File: config.mk
export PLATFORM = sky130hd
export DESIGN_NAME = dirty_row_span_merger_unit
export DESIGN_NICKNAME = d
export VERILOG_FILES = /design/src/drsm_pkg.sv /design/src/dirty_row_span_merger_unit.sv /design/src/drsm_ctrl.sv /design/src/drsm_dp.sv
export SDC_FILE = /design/constraint.sdc
export NUM_CORES = 1
export LEC_CHECK = 0
export ABC_AREA = 1
export BUFFER_PORTS_ARGS = -buffer_cell sky130_fd_sc_hd__buf_2
export CAP_MARGIN = 20
export CORE_MARGIN = 2
export CORE_UTILIZATION = 61
export DETAILED_ROUTE_END_ITERATION = 10
export PLACE_DENSITY = 0.8
export SYNTH_ARGS = -nofsm -noshare
export SYNTH_HDL_FRONTEND = slang
export SYNTH_SLANG_ARGS = --single-unit
File: constraint.sdc
create_clock -name aclk -period 5.7 [get_ports aclk]
set_input_delay 0.855 -clock aclk [delete_from_list [all_inputs] [get_ports aclk]]
set_output_delay 0.855 -clock aclk [all_outputs]
set_load 0.03 [all_outputs]
File: src/drsm_pkg.sv
// Shared constants, opcodes and control/status structs for the span merger.
// No dependencies; used by every module of the block.
package drsm_pkg;

    localparam int SPAN_SLOTS = 6;
    localparam int CNT_W      = $clog2(SPAN_SLOTS + 1);
    localparam int IDX_W      = (SPAN_SLOTS > 1) ? $clog2(SPAN_SLOTS) : 1;
    localparam int ROW_W      = 12;
    localparam int IN_ROW_W   = 13;
    localparam int OP_W       = 2;
    localparam int S_TDATA_W  = ((2 * IN_ROW_W + 7) / 8) * 8;
    localparam int M_TDATA_W  = ((2 * ROW_W + CNT_W + 7) / 8) * 8;

    localparam logic [ROW_W-1:0] SCREEN_ROWS_RESET = ROW_W'(480);

    typedef enum logic [OP_W-1:0] {
        OP_ADD   = 2'd0,
        OP_CLEAR = 2'd1,
        OP_LIST  = 2'd2,
        OP_NOP   = 2'd3
    } op_t;

    // controller -> datapath
    typedef struct packed {
        logic load_item;   // latch clamped range of accepted request
        logic clear_set;   // drop all stored spans
        logic idx_clear;
        logic idx_inc;
        logic absorb;      // merge slot[idx] into working range
        logic take_best;   // merge nearest slot into working range
        logic move_last;   // last slot fills the freed slot
        logic gap_start;
        logic gap_step;
        logic store_new;   // append working range
        logic emit_flag;   // result without span
        logic emit_span;   // result carrying slot[idx]
    } drsm_cmd_t;

    // datapath -> controller
    typedef struct packed {
        op_t  in_op;
        logic in_empty;    // clamped range of the input is empty
        logic count_zero;
        logic scan_end;    // idx reached count
        logic full;
        logic hit;         // slot[idx] overlaps or touches working range
        logic gap_last;
        logic list_last;
        logic out_free;
    } drsm_sts_t;

endpackage

File: src/dirty_row_span_merger_unit.sv
// Sequence from the accepting edge through the one loading the output register: clear,
// unused op, dropped add or empty list go straight to the result; list emits one result
// per stored span; add scans the slots, each absorbed span costs a slot move and restarts
// the scan at slot 0; a full set adds a nearest-gap search over all slots before that merge.
// Throughput: one request at a time; s_tready returns once the final result is registered.
// Reset (aresetn low, synchronous): span count 0, screen_rows 480, output empty; slots kept.
module dirty_row_span_merger_unit (
    input  logic                           aclk,
    input  logic                           aresetn,
    // configuration: screen_rows
    input  logic                           cfg_we,
    input  logic [drsm_pkg::ROW_W-1:0]     cfg_wdata,
    // request stream
    input  logic                           s_tvalid,
    output logic                           s_tready,
    input  logic [drsm_pkg::S_TDATA_W-1:0] s_tdata,  // start row[12:0], end_row[25:13], zeros
    input  logic [drsm_pkg::OP_W-1:0]      s_tuser,  // operation[1:0]
    // result stream
    output logic                           m_tvalid,
    input  logic                           m_tready,
    output logic [drsm_pkg::M_TDATA_W-1:0] m_tdata,  // span_start, span_end, span_count, zeros
    output logic                           m_tuser,  // span_valid
    output logic                           m_tlast
);
    import drsm_pkg::*;

    drsm_cmd_t cmd;
    drsm_sts_t sts;

    // Controller: one-hot sequencer walking scan / absorb / gap search / list.
    drsm_ctrl u_ctrl (
        .aclk     (aclk),
        .aresetn  (aresetn),
        .s_tvalid (s_tvalid),
        .s_tready (s_tready),
        .sts      (sts),
        .cmd      (cmd)
    );

    // Datapath: slot registers, working range, clamp, gap compare,
    // output register that decouples the result stream from the sequencer.
    drsm_dp u_dp (
        .aclk      (aclk),
        .aresetn   (aresetn),
        .cfg_we    (cfg_we),
        .cfg_wdata (cfg_wdata),
        .s_tdata   (s_tdata),
        .s_tuser   (s_tuser),
        .m_tvalid  (m_tvalid),
        .m_tready  (m_tready),
        .m_tdata   (m_tdata),
        .m_tuser   (m_tuser),
        .m_tlast   (m_tlast),
        .cmd       (cmd),
        .sts       (sts)
    );

endmodule

File: src/drsm_ctrl.sv
// Sequencer for add / clear / list requests of the span merger.
// Depends on drsm_pkg; drives drsm_dp through drsm_cmd_t.
module drsm_ctrl (
    input  logic                 aclk,
    input  logic                 aresetn,
    input  logic                 s_tvalid,
    output logic                 s_tready,
    input  drsm_pkg::drsm_sts_t  sts,
    output drsm_pkg::drsm_cmd_t  cmd
);
    import drsm_pkg::*;

    typedef enum logic [7:0] {
        ST_IDLE  = 8'b0000_0001,
        ST_SCAN  = 8'b0000_0010,
        ST_MOVE  = 8'b0000_0100,
        ST_GAP   = 8'b0000_1000,
        ST_BEST  = 8'b0001_0000,
        ST_STORE = 8'b0010_0000,
        ST_DONE  = 8'b0100_0000,
        ST_LIST  = 8'b1000_0000
    } state_t;

    state_t state_reg, state_next;

    assign s_tready = (state_reg == ST_IDLE);

    always_comb begin
        state_next = state_reg;
        cmd        = '0;
        unique case (state_reg)
            ST_IDLE: begin
                if (s_tvalid) begin
                    cmd.load_item = 1'b1;
                    case (sts.in_op)
                        OP_ADD: begin
                            cmd.idx_clear = 1'b1;
                            state_next    = sts.in_empty ? ST_DONE : ST_SCAN;
                        end
                        OP_CLEAR: begin
                            cmd.clear_set = 1'b1;
                            state_next    = ST_DONE;
                        end
                        OP_LIST: begin
                            cmd.idx_clear = 1'b1;
                            state_next    = sts.count_zero ? ST_DONE : ST_LIST;
                        end
                        default: state_next = ST_DONE;
                    endcase
                end
            end
            ST_SCAN: begin
                if (sts.scan_end) begin
                    if (sts.full) begin
                        cmd.gap_start = 1'b1;
                        state_next    = ST_GAP;
                    end else begin
                        state_next = ST_STORE;
                    end
                end else if (sts.hit) begin
                    cmd.absorb = 1'b1;
                    state_next = ST_MOVE;
                end else begin
                    cmd.idx_inc = 1'b1;
                end
            end
            ST_MOVE: begin
                cmd.move_last = 1'b1;
                cmd.idx_clear = 1'b1;
                state_next    = ST_SCAN;
            end
            ST_GAP: begin
                cmd.gap_step = 1'b1;
                if (sts.gap_last) begin
                    state_next = ST_BEST;
                end
            end
            ST_BEST: begin
                cmd.take_best = 1'b1;
                state_next    = ST_MOVE;
            end
            ST_STORE: begin
                cmd.store_new = 1'b1;
                state_next    = ST_DONE;
            end
            ST_DONE: begin
                if (sts.out_free) begin
                    cmd.emit_flag = 1'b1;
                    state_next    = ST_IDLE;
                end
            end
            ST_LIST: begin
                if (sts.out_free) begin
                    cmd.emit_span = 1'b1;
                    if (sts.list_last) begin
                        state_next = ST_IDLE;
                    end else begin
                        cmd.idx_inc = 1'b1;
                    end
                end
            end
            default: state_next = ST_IDLE;
        endcase
    end

    always_ff @(posedge aclk) begin
        if (!aresetn) begin
            state_reg <= ST_IDLE;
        end else begin
            state_reg <= state_next;
        end
    end

endmodule

File: src/drsm_dp.sv
// Datapath: span slots, working range, gap search and output register.
// Depends on drsm_pkg; commanded by drsm_ctrl.
module drsm_dp (
    input  logic                           aclk,
    input  logic                           aresetn,
    input  logic                           cfg_we,
    input  logic [drsm_pkg::ROW_W-1:0]     cfg_wdata,
    input  logic [drsm_pkg::S_TDATA_W-1:0] s_tdata,
    input  logic [drsm_pkg::OP_W-1:0]      s_tuser,
    output logic                           m_tvalid,
    input  logic                           m_tready,
    output logic [drsm_pkg::M_TDATA_W-1:0] m_tdata,
    output logic                           m_tuser,
    output logic                           m_tlast,
    input  drsm_pkg::drsm_cmd_t            cmd,
    output drsm_pkg::drsm_sts_t            sts
);
    import drsm_pkg::*;

    localparam int PAD_W = M_TDATA_W - 2 * ROW_W - CNT_W;

    logic [ROW_W-1:0] screen_rows_reg;
    logic [ROW_W-1:0] starts_reg [SPAN_SLOTS];
    logic [ROW_W-1:0] ends_reg   [SPAN_SLOTS];
    logic [CNT_W-1:0] count_reg, count_next;
    logic [CNT_W-1:0] idx_reg, idx_next;
    logic [ROW_W-1:0] lo_reg, lo_next, hi_reg, hi_next;
    logic [IDX_W-1:0] victim_reg, victim_next;
    logic [IDX_W-1:0] best_reg, best_next;
    logic signed [ROW_W:0] min_gap_reg, min_gap_next;

    logic                  m_valid_reg;
    logic                  m_span_reg, m_last_reg;
    logic [ROW_W-1:0]      m_start_reg, m_end_reg;
    logic [CNT_W-1:0]      m_count_reg;

    // input unpack and clamp
    logic signed [IN_ROW_W-1:0] in_first, in_end;
    logic [ROW_W-1:0]           in_lo, in_hi;

    assign in_first = s_tdata[IN_ROW_W-1:0];
    assign in_end   = s_tdata[2*IN_ROW_W-1:IN_ROW_W];
    assign in_lo    = in_first[IN_ROW_W-1] ? '0 : in_first[ROW_W-1:0];
    assign in_hi    = (in_end[ROW_W-1:0] > screen_rows_reg) ? screen_rows_reg
                                                            : in_end[ROW_W-1:0];

    // single slot read port
    logic [CNT_W-1:0] last_cnt;
    logic [IDX_W-1:0] rd_addr;
    logic [ROW_W-1:0] rd_start, rd_end;
    logic signed [ROW_W:0] gap;

    assign last_cnt = count_reg - CNT_W'(1);

    always_comb begin
        if (cmd.move_last) begin
            rd_addr = last_cnt[IDX_W-1:0];
        end else if (cmd.take_best) begin
            rd_addr = best_reg;
        end else begin
            rd_addr = idx_reg[IDX_W-1:0];
        end
    end

    always_comb begin
        if (int'(rd_addr) < SPAN_SLOTS) begin
            rd_start = starts_reg[rd_addr];
            rd_end   = ends_reg[rd_addr];
        end else begin
            rd_start = '0;
            rd_end   = '0;
        end
    end

    assign gap = (rd_start > hi_reg) ? ($signed({1'b0, rd_start}) - $signed({1'b0, hi_reg}))
                                     : ($signed({1'b0, lo_reg}) - $signed({1'b0, rd_end}));

    // status
    always_comb begin
        sts            = '0;
        sts.in_op      = op_t'(s_tuser);
        sts.in_empty   = in_end[IN_ROW_W-1] || (in_hi <= in_lo);
        sts.count_zero = (count_reg == '0);
        sts.scan_end   = (idx_reg == count_reg);
        sts.full       = (count_reg == CNT_W'(SPAN_SLOTS));
        sts.hit        = (rd_end >= lo_reg) && (rd_start <= hi_reg);
        sts.gap_last   = (idx_reg == CNT_W'(SPAN_SLOTS - 1));
        sts.list_last  = ((idx_reg + CNT_W'(1)) == count_reg);
        sts.out_free   = !m_valid_reg || m_tready;
    end

    // working state next values
    always_comb begin
        count_next   = count_reg;
        idx_next     = idx_reg;
        lo_next      = lo_reg;
        hi_next      = hi_reg;
        victim_next  = victim_reg;
        best_next    = best_reg;
        min_gap_next = min_gap_reg;

        if (cmd.load_item) begin
            lo_next = in_lo;
            hi_next = in_hi;
        end
        if (cmd.absorb || cmd.take_best) begin
            lo_next     = (rd_start < lo_reg) ? rd_start : lo_reg;
            hi_next     = (rd_end > hi_reg) ? rd_end : hi_reg;
            victim_next = rd_addr;
        end
        if (cmd.gap_start) begin
            best_next    = '0;
            min_gap_next = $signed({1'b0, screen_rows_reg});
        end
        if (cmd.gap_step && (gap < min_gap_reg)) begin
            best_next    = rd_addr;
            min_gap_next = gap;
        end

        if (cmd.idx_clear || cmd.gap_start) begin
            idx_next = '0;
        end else if (cmd.idx_inc || cmd.gap_step) begin
            idx_next = idx_reg + CNT_W'(1);
        end

        if (cmd.clear_set) begin
            count_next = '0;
        end else if (cmd.move_last) begin
            count_next = last_cnt;
        end else if (cmd.store_new) begin
            count_next = count_reg + CNT_W'(1);
        end
    end

    // slot write port
    logic             wr_en;
    logic [IDX_W-1:0] wr_addr;
    logic [ROW_W-1:0] wr_start, wr_end;

    always_comb begin
        wr_en    = cmd.move_last || cmd.store_new;
        wr_addr  = cmd.move_last ? victim_reg : count_reg[IDX_W-1:0];
        wr_start = cmd.move_last ? rd_start : lo_reg;
        wr_end   = cmd.move_last ? rd_end : hi_reg;
    end

    always_ff @(posedge aclk) begin
        if (wr_en) begin
            starts_reg[wr_addr] <= wr_start;
            ends_reg[wr_addr]   <= wr_end;
        end
    end

    always_ff @(posedge aclk) begin
        if (!aresetn) begin
            screen_rows_reg <= SCREEN_ROWS_RESET;
            count_reg       <= '0;
            idx_reg         <= '0;
            m_valid_reg     <= 1'b0;
        end else begin
            if (cfg_we) begin
                screen_rows_reg <= cfg_wdata;
            end
            count_reg <= count_next;
            idx_reg   <= idx_next;
            if (cmd.emit_flag || cmd.emit_span) begin
                m_valid_reg <= 1'b1;
            end else if (m_tready) begin
                m_valid_reg <= 1'b0;
            end
        end
    end

    always_ff @(posedge aclk) begin
        lo_reg      <= lo_next;
        hi_reg      <= hi_next;
        victim_reg  <= victim_next;
        best_reg    <= best_next;
        min_gap_reg <= min_gap_next;
        if (cmd.emit_flag || cmd.emit_span) begin
            m_span_reg  <= cmd.emit_span;
            m_start_reg <= cmd.emit_span ? rd_start : '0;
            m_end_reg   <= cmd.emit_span ? rd_end : '0;
            m_count_reg <= count_reg;
            m_last_reg  <= cmd.emit_flag || sts.list_last;
        end
    end

    assign m_tvalid = m_valid_reg;
    assign m_tdata  = {{PAD_W{1'b0}}, m_count_reg, m_end_reg, m_start_reg};
    assign m_tuser  = m_span_reg;
    assign m_tlast  = m_last_reg;

endmodule

After elaboration in Yosys (flattened, before gate mapping)

Memories as Yosys holds them, arrays and structs flattened.
Cells that the tools add are included.

Divide/modulo/power cells: 0
Eq/ne operators: 22
Multipliers: 0
Shift-type cells: 0
Reduce and logical (&&, ||, !) cells: 23
Bitwise logic cells: 1
Muxes and demuxes: 60
Add/sub/neg operators: 5
$lt $le $gt $ge: 9

Operators by type and width:

| cell                                                                   | number |
|---|---|
| 12-bit two-way mux                                                     | 12 |
| 8-bit two-way mux                                                      | 8 |
| 8-bit one-hot mux with 8 select lines                                  | 1 |
| 13-bit two-way mux                                                     | 3 |
| 12-bit > comparator                                                    | 3 |
| 12-bit by 12-bit subtractor with 13-bit output                         | 2 |
| 12-bit less-or-equal comparator                                        | 2 |
| 3-bit two-way mux                                                      | 8 |
| 1-bit two-way mux                                                      | 21 |
| 8-bit one-hot mux with 2 select lines                                  | 1 |
| 13-bit less-than comparator                                            | 1 |
| 12-bit greater-or-equal comparator                                     | 1 |
| 12-bit less-than comparator                                            | 1 |
| 2-bit != test (second input constant)                                  | 6 |
| 8-bit by 1-bit equality test with 1-bit output (second input constant) | 1 |
| 8-bit by 2-bit equality test with 1-bit output (second input constant) | 1 |
| 8-bit by 3-bit equality test with 1-bit output (second input constant) | 1 |
| 8-bit by 4-bit equality test with 1-bit output (second input constant) | 1 |
| 8-bit by 5-bit equality test with 1-bit output (second input constant) | 1 |
| 8-bit by 6-bit equality test with 1-bit output (second input constant) | 1 |
| 8-bit by 7-bit equality test with 1-bit output (second input constant) | 1 |
| 8-bit equality test (second input constant)                            | 1 |
| 1-bit logical OR                                                       | 8 |
| 2-bit nonzero test                                                     | 4 |
| other kinds (21)                                                       | 30 |

ROM bits: 0
RAM bits: 144
Logic and storage cells: 137
Latch bits: 0
Flip-flop bits (word level): 99
Memories: 2
Output and inout port bits: 36
Bits of input ports: 51

Memories:

| memory          | depth | width | rd ports | clocked after memory_dff | wr ports | RTL line      | source |
|---|---|---|---|---|---|---|---|
| u_dp.ends_reg   | 6     | 12    | 1        | 0                        | 1        | drsm_dp.sv:24 | `logic [ROW_W-1:0] ends_reg [SPAN_SLOTS];` |
| u_dp.starts_reg | 6     | 12    | 1        | 0                        | 1        | drsm_dp.sv:23 | `logic [ROW_W-1:0] starts_reg [SPAN_SLOTS];` |

Depth between registers and ports, before layout

Depth in word-level cells: 14
Mapped depth: 38
Gate-level depth less buffers: 34

By module

From an unflattened synthesis, not the netlist that was laid out.

Cell total of the unflattened synthesis: 1424
Area, all modules: 13344.0 um2

Modules (own cells, without submodules):

| module    | cells an instance | area an instance (um2) | times used | seq. area each (um2) |
|---|---|---|---|---|
| drsm_dp   | 1302              | 12599.6                | 1          | 6866.6 |
| drsm_ctrl | 122               | 744.5                  | 1          | 160.2 |

Least setup slack after synthesis

OpenSTA, ideal clock, no wires.

Kind: register to register
Start: reg u_dp.count_reg[0]
End: reg u_dp.best_reg[0] (enable)
Setup slack: 524 ps
Stages on the path, launching flop included: 33
Data arrival time: 4804 ps
Path through: dfxtp_1 > inv_1 > ha_1 > or2_1 > nand2_2 > inv_2 > buf_6 > buf_6 > o21ai_1 > o221ai_1 > nand2_1 > inv_2 > ha_1 > a21oi_1 > nand2_1 > nand2_1 > nand2_1 > nand2_1 > nand3_2 > nand2_2 > buf_4 > inv_1 > a21oi_1 > o21ai_0 > o21ai_0 > inv_1 > ha_1 > nand2_1 > o21a_1 > o221a_2 > nand3b_1 > nand3_1 > nand2_1

Word-level cells in the longest chain between the ends: 9
Elaborated cells on any way between the ends: 19
Classes of those cells: 3 x add/sub; 3 x order compare; 2 x eq/ne; 7 x mux; 2 x reduce/logical; 2 x memory

RTL lines:

| what                                                                                  | RTL line       | source |
|---|---|---|
| start, declared                                                                       | drsm_dp.sv:25  | `logic [CNT_W-1:0] count_reg, count_next;` |
| start signal, assigned                                                                | drsm_dp.sv:164 | `count_reg <= count_next;` |
| 3-bit by 1-bit subtractor with 3-bit output (*)                                       | drsm_dp.sv:53  | `assign last_cnt = count_reg - CNT_W'(1);` |
| 3-bit two-way mux (*)                                                                 | drsm_dp.sv:56  | `if (cmd.move_last) begin` |
| memory 6 x 12 bit or 3-bit less-than comparator (tied branches)                       | --             |  |
| 12-bit two-way mux (*)                                                                | drsm_dp.sv:66  | `if (int'(rd_addr) < SPAN_SLOTS) begin` |
| named net u_dp.rd_start[2]                                                            | drsm_dp.sv:50  | `logic [ROW_W-1:0] rd_start, rd_end;` |
| 12-bit by 12-bit subtractor with 13-bit output or 12-bit > comparator (tied branches) | drsm_dp.sv:75  | `assign gap = (rd_start > hi_reg) ? ($signed({1'b0, rd_start}) - $signed({1'b0, hi_reg}))` |
| 13-bit two-way mux (*)                                                                | drsm_dp.sv:75  |  |
| 13-bit less-than comparator (*)                                                       | drsm_dp.sv:115 | `if (cmd.gap_step && (gap < min_gap_reg)) begin` |
| 1-bit logical AND (*)                                                                 | drsm_dp.sv:115 |  |
| 2-bit nonzero test (no source line) (*)                                               | --             |  |
| end signal, assigned                                                                  | drsm_dp.sv:178 | `best_reg <= best_next;` |
| end, declared                                                                         | drsm_dp.sv:29  | `logic [IDX_W-1:0] best_reg, best_next;` |

Mark *: on every way through the listed nets, which the timed path passes. The rest lies on a longest branch.
A chain may end at the register's enable or synchronous reset.

Worst setup path in the final report

Start: reg u_ctrl.state_reg[7]
End: reg u_dp.min_gap_reg[5] (enable)

Word-level cells in the longest chain between the ends: 11
Elaborated cells on any way between the ends: 22
Classes of those cells: 2 x add/sub; 3 x order compare; 4 x eq/ne; 9 x mux; 2 x reduce/logical; 2 x memory

RTL lines:

| what                                                                   | RTL line         | source |
|---|---|---|
| start, declared                                                        | drsm_ctrl.sv:24  | `state_t state_reg, state_next;` |
| start signal, assigned                                                 | drsm_ctrl.sv:110 | `state_reg <= state_next;` |
| 8-bit by 5-bit equality test with 1-bit output                         | drsm_ctrl.sv:31  | `unique case (state_reg)` |
| 1-bit two-way mux                                                      | drsm_ctrl.sv:31  |  |
| 3-bit two-way mux                                                      | drsm_dp.sv:58    | `end else if (cmd.take_best) begin` |
| 3-bit two-way mux                                                      | drsm_dp.sv:56    |  |
| memory 6 x 12 bit (tied with other cells)                              | --               |  |
| 12-bit two-way mux                                                     | drsm_dp.sv:66    |  |
| 12-bit by 12-bit subtractor with 13-bit output (tied with other cells) | drsm_dp.sv:76    | `: ($signed({1'b0, lo_reg}) - $signed({1'b0, rd_end}));` |
| 13-bit two-way mux                                                     | drsm_dp.sv:75    |  |
| 13-bit less-than comparator                                            | drsm_dp.sv:115   |  |
| 1-bit logical AND                                                      | drsm_dp.sv:115   |  |
| 2-bit nonzero test (no source line) (*)                                | --               |  |
| end signal, assigned                                                   | drsm_dp.sv:179   | `min_gap_reg <= min_gap_next;` |
| end, declared                                                          | drsm_dp.sv:30    | `logic signed [ROW_W:0] min_gap_reg, min_gap_next;` |

Mark *: on every way between the ends. The rest lies on a longest branch, timed or not.

==> metrics.csv <==
metric,value,unit
endpoint class of the critical path,flip-flop,
layout cells sized above 1,0.176,
crit-path max FO,16,
routability cong.,0.965,
1st-iter DRT viols,1164,
hold worst-path end,u_ctrl.state_reg[7],
worst vdd ir,0.275,mV
post-synthesis compound-gate area fraction,0.138,
register area share after synthesis,0.530,
"Top FF cell, synth",edfxtp_1,
hold_sp,u_ctrl.state_reg[7],
CP max stage cell,fa_1,
vias,10600,
Std-Cell Rows,53,
"area leader, netlist",edfxtp_1,
Worst path max stage delay,0.40,ns
Worst-path clk slew,0.06,ns
MaxCap Viol Count,0,
GRT Util Overall,0.303,
Critical R2R Launch,u_ctrl.state_reg[7],
Fin. Hold Viols,0,
"EDFF count, synth",216,
Tmin final,5.39,ns
setup violators final,0,
Die ar.,22900,um^2
r2r setup slk,0.31,ns
synth unique cells,49,
WHS,0.514,ns
DRC Markers,0,
Initial DRT Pass Iterations,6,
FF-to-FF path depth,31,
R2R Path End,u_dp.min_gap_reg[5],
area share of and/or/nand/nor cells after synthesis,0.161,
CP Class,reg -> reg,
clock buffer count from CTS,26,
DRT Wirelength,35100,um
Slew Limit Fails,0,
Gate Count Post-Synth,1363,
post-route ant nets,0,
deepest level of the CTS H-tree,1,
Final Cycle Share,0.945,
slew margin rel.,0.291,
Final Skew,0.0112,ns
status,finished clean,
"top cells by area, synth","edfxtp_1, ha_1, nand2_1",
Core ar.,21200,um^2
hold buffers post-CTS,0,
register bit count reported by yosys,243,
WP data arrival,5.62,ns
DIE WIDTH,151,um
PD cells,405,nW/um^2
PortBufs,75,
first-pass GRT wire length,52500,um
area delta synth->final,14.5,%
post-DR wirelength/cell,19.9,um
Starting Density,0.627,
share of Yosys cell area claimed by the top area cell type,0.489,
largest family of logic cells by synthesized area,simple AND/OR/NAND/NOR gates,
Final HPWL DP,24600,um
Pleak,6.24,nW
Worst-Margin Slew,1.06,ns
ys async rst share,0,
Startpoint Class,flip-flop,
max frequency,186,MHz
hold depth,2,
Yosys Warn Count,0,
Synth Area in XOR/XNOR,0.0145,
via/cell ratio,6.02,
largest net degree at the start of global routing,45,
die height,151,um
Finished Core Util,0.718,
worst min path class,reg -> reg,
CP dominant cell by count,nand2_1,
"Req. time, crit path",5.94,ns
vias in the first global route,9883,
TritonCTS clock tree,built,
CTS root buffer,clkbuf_16,
Skew-Pair Late Insertion Delay,0.53,ns
clk buf depth,3,
mux contribution to synthesized area,0.00227,
Synth Area in Adders,0.0870,
net total in the final layout,1609,
Clock Sinks,243,
# IOs,87,
mean area per synthesized cell,9.72,um^2
cell area after synthesis,13300,um^2
Diodes inserted,0,
grt total ovfl,0,
initial antenna violation count,0,
[synth_stat cells (all sizes together) (3+ instances only)]
cell and count:
a211oi 5, a21o 6, a21oi 74, a31oi 4, buf 39, clkbuf 18
dfxtp 27, edfxtp 216, ha 89, inv 136, mux2i 3, nand2 250
nand3 39, nand4 22, nor2 167, nor3 8, nor4 4, o211ai 3
o21a 8, o21ai 157, o221ai 19, o22ai 6, o31ai 21, or2 7
xnor2 15, xor2 7
[power breakdown]
group	internal, mW	switching (mW)	total (mW)
logic	0.790	1.50	2.29
registers	2.14	0.0755	2.22
clock network	0.953	0.687	1.64
[worst max-delay path by stage]
| stage | start | cells after the start | end |
|---|---|---|---|
| after CTS | u_ctrl.state_reg[7] | 30 | u_dp.best_reg[1] |
| after detailed placement | u_dp.count_reg[1] | 31 | u_dp.min_gap_reg[1] |
| after global routing | u_ctrl.state_reg[7] | 31 | u_dp.min_gap_reg[5] |
| after global placement | u_dp.count_reg[1] | 26 | u_dp.min_gap_reg[0] |
| final | u_ctrl.state_reg[7] | 31 | u_dp.min_gap_reg[5] |
| after floorplan | u_dp.count_reg[0] | 32 | u_dp.best_reg[0] |
[cell type report]
| cell class | count | area [um^2] |
|---|---|---|
| clock buffer | 32 | 694 |
| clock inverter | 16 | 131 |
| fill | 1518 | 5980 |
| inverter | 137 | 519 |
| multi-input combinational | 931 | 5600 |
| sequential | 243 | 7030 |
| tap | 275 | 344 |
| timing repair buffer | 128 | 861 |
[logic make-up (layout without fill, tap and decap cells)]
logic type,after synthesis,after routing
AO/OA/AOI/OAI,307,307
XOR/XNOR,22,22
adder cells (fa/ha/maj),91,91
buffers and inverters,194,313
flip-flops,243,243
multiplexers,3,3
other,1,5
AND/OR/NAND/NOR,502,503
[critical path: cells and delay by family (launching register included)]
kind            cells  cell delay [ns]
xor+xnor            1             0.14
compound gates      5             1.12
simple gates       15             1.73
fa+ha+maj           3             0.88
buf+inv             7             0.85
flops               1             0.39
[through the flow]
stage          TNS (ns)  power, mW  instances  instance area (um^2)  setup WS, ns
2_1_floorplan         0       3.76       1367                 13300         0.524
3_3_place_gp          0       4.30       1699                 14000         0.122
3_5_place_dp          0       4.35       1699                 14000        0.0228
4_1_cts               0       5.98       1747                 14800        0.0277
5_1_grt         -0.0546       6.45       1762                 15200      -0.00602
6_report              0       6.15       1762                 15200         0.312
[routing by layer]
metal	global-route usage	up-vias	routed length, um
met3	0.0446	88	3490
met2	0.498	611	16600
met5	0	-	0
met4	0.0935	0	1020
li1	-	4966	-
met1	0.420	4935	14000
[layout by cell type (no fill, tap or decap), types with 4 or more instances in the layout]
master       n
edfxtp_1   216
xor2_1       7
buf_2       76
buf_12       4
or2_2        6
o221ai_1    19
clkbuf_1     5
nor2_1     153
clkinv_1     7
o31ai_2      9
xnor2_1     15
clkinv_2     5
ha_4         5
conb_1       5
a211oi_1     5
o21ai_0     80
nor2_2       4
nand4_1     22
nor3_1       8
inv_1      118
o21a_1       8
a21o_1       6
clkbuf_16   28
inv_2       16
o21ai_1     75
nor2_4      10
o31ai_1     12
dfxtp_1     26
nand2_1    230
ha_1        81
nand2_4      5
nand2_2     16
o22ai_1      6
buf_4       43
a21oi_1     71
nand3_1     34
[what timing repair did]
| action | CTS | global route |
|---|---|---|
| cloned | 0 | 2 |
| setup buffers | 0 | 13 |
| pin swaps | 0 | 7 |
| setup endpoints to repair | 16 | 32 |
| resized for setup | 2 | 47 |
No activity file was read; power rests on OpenSTA's default activity.
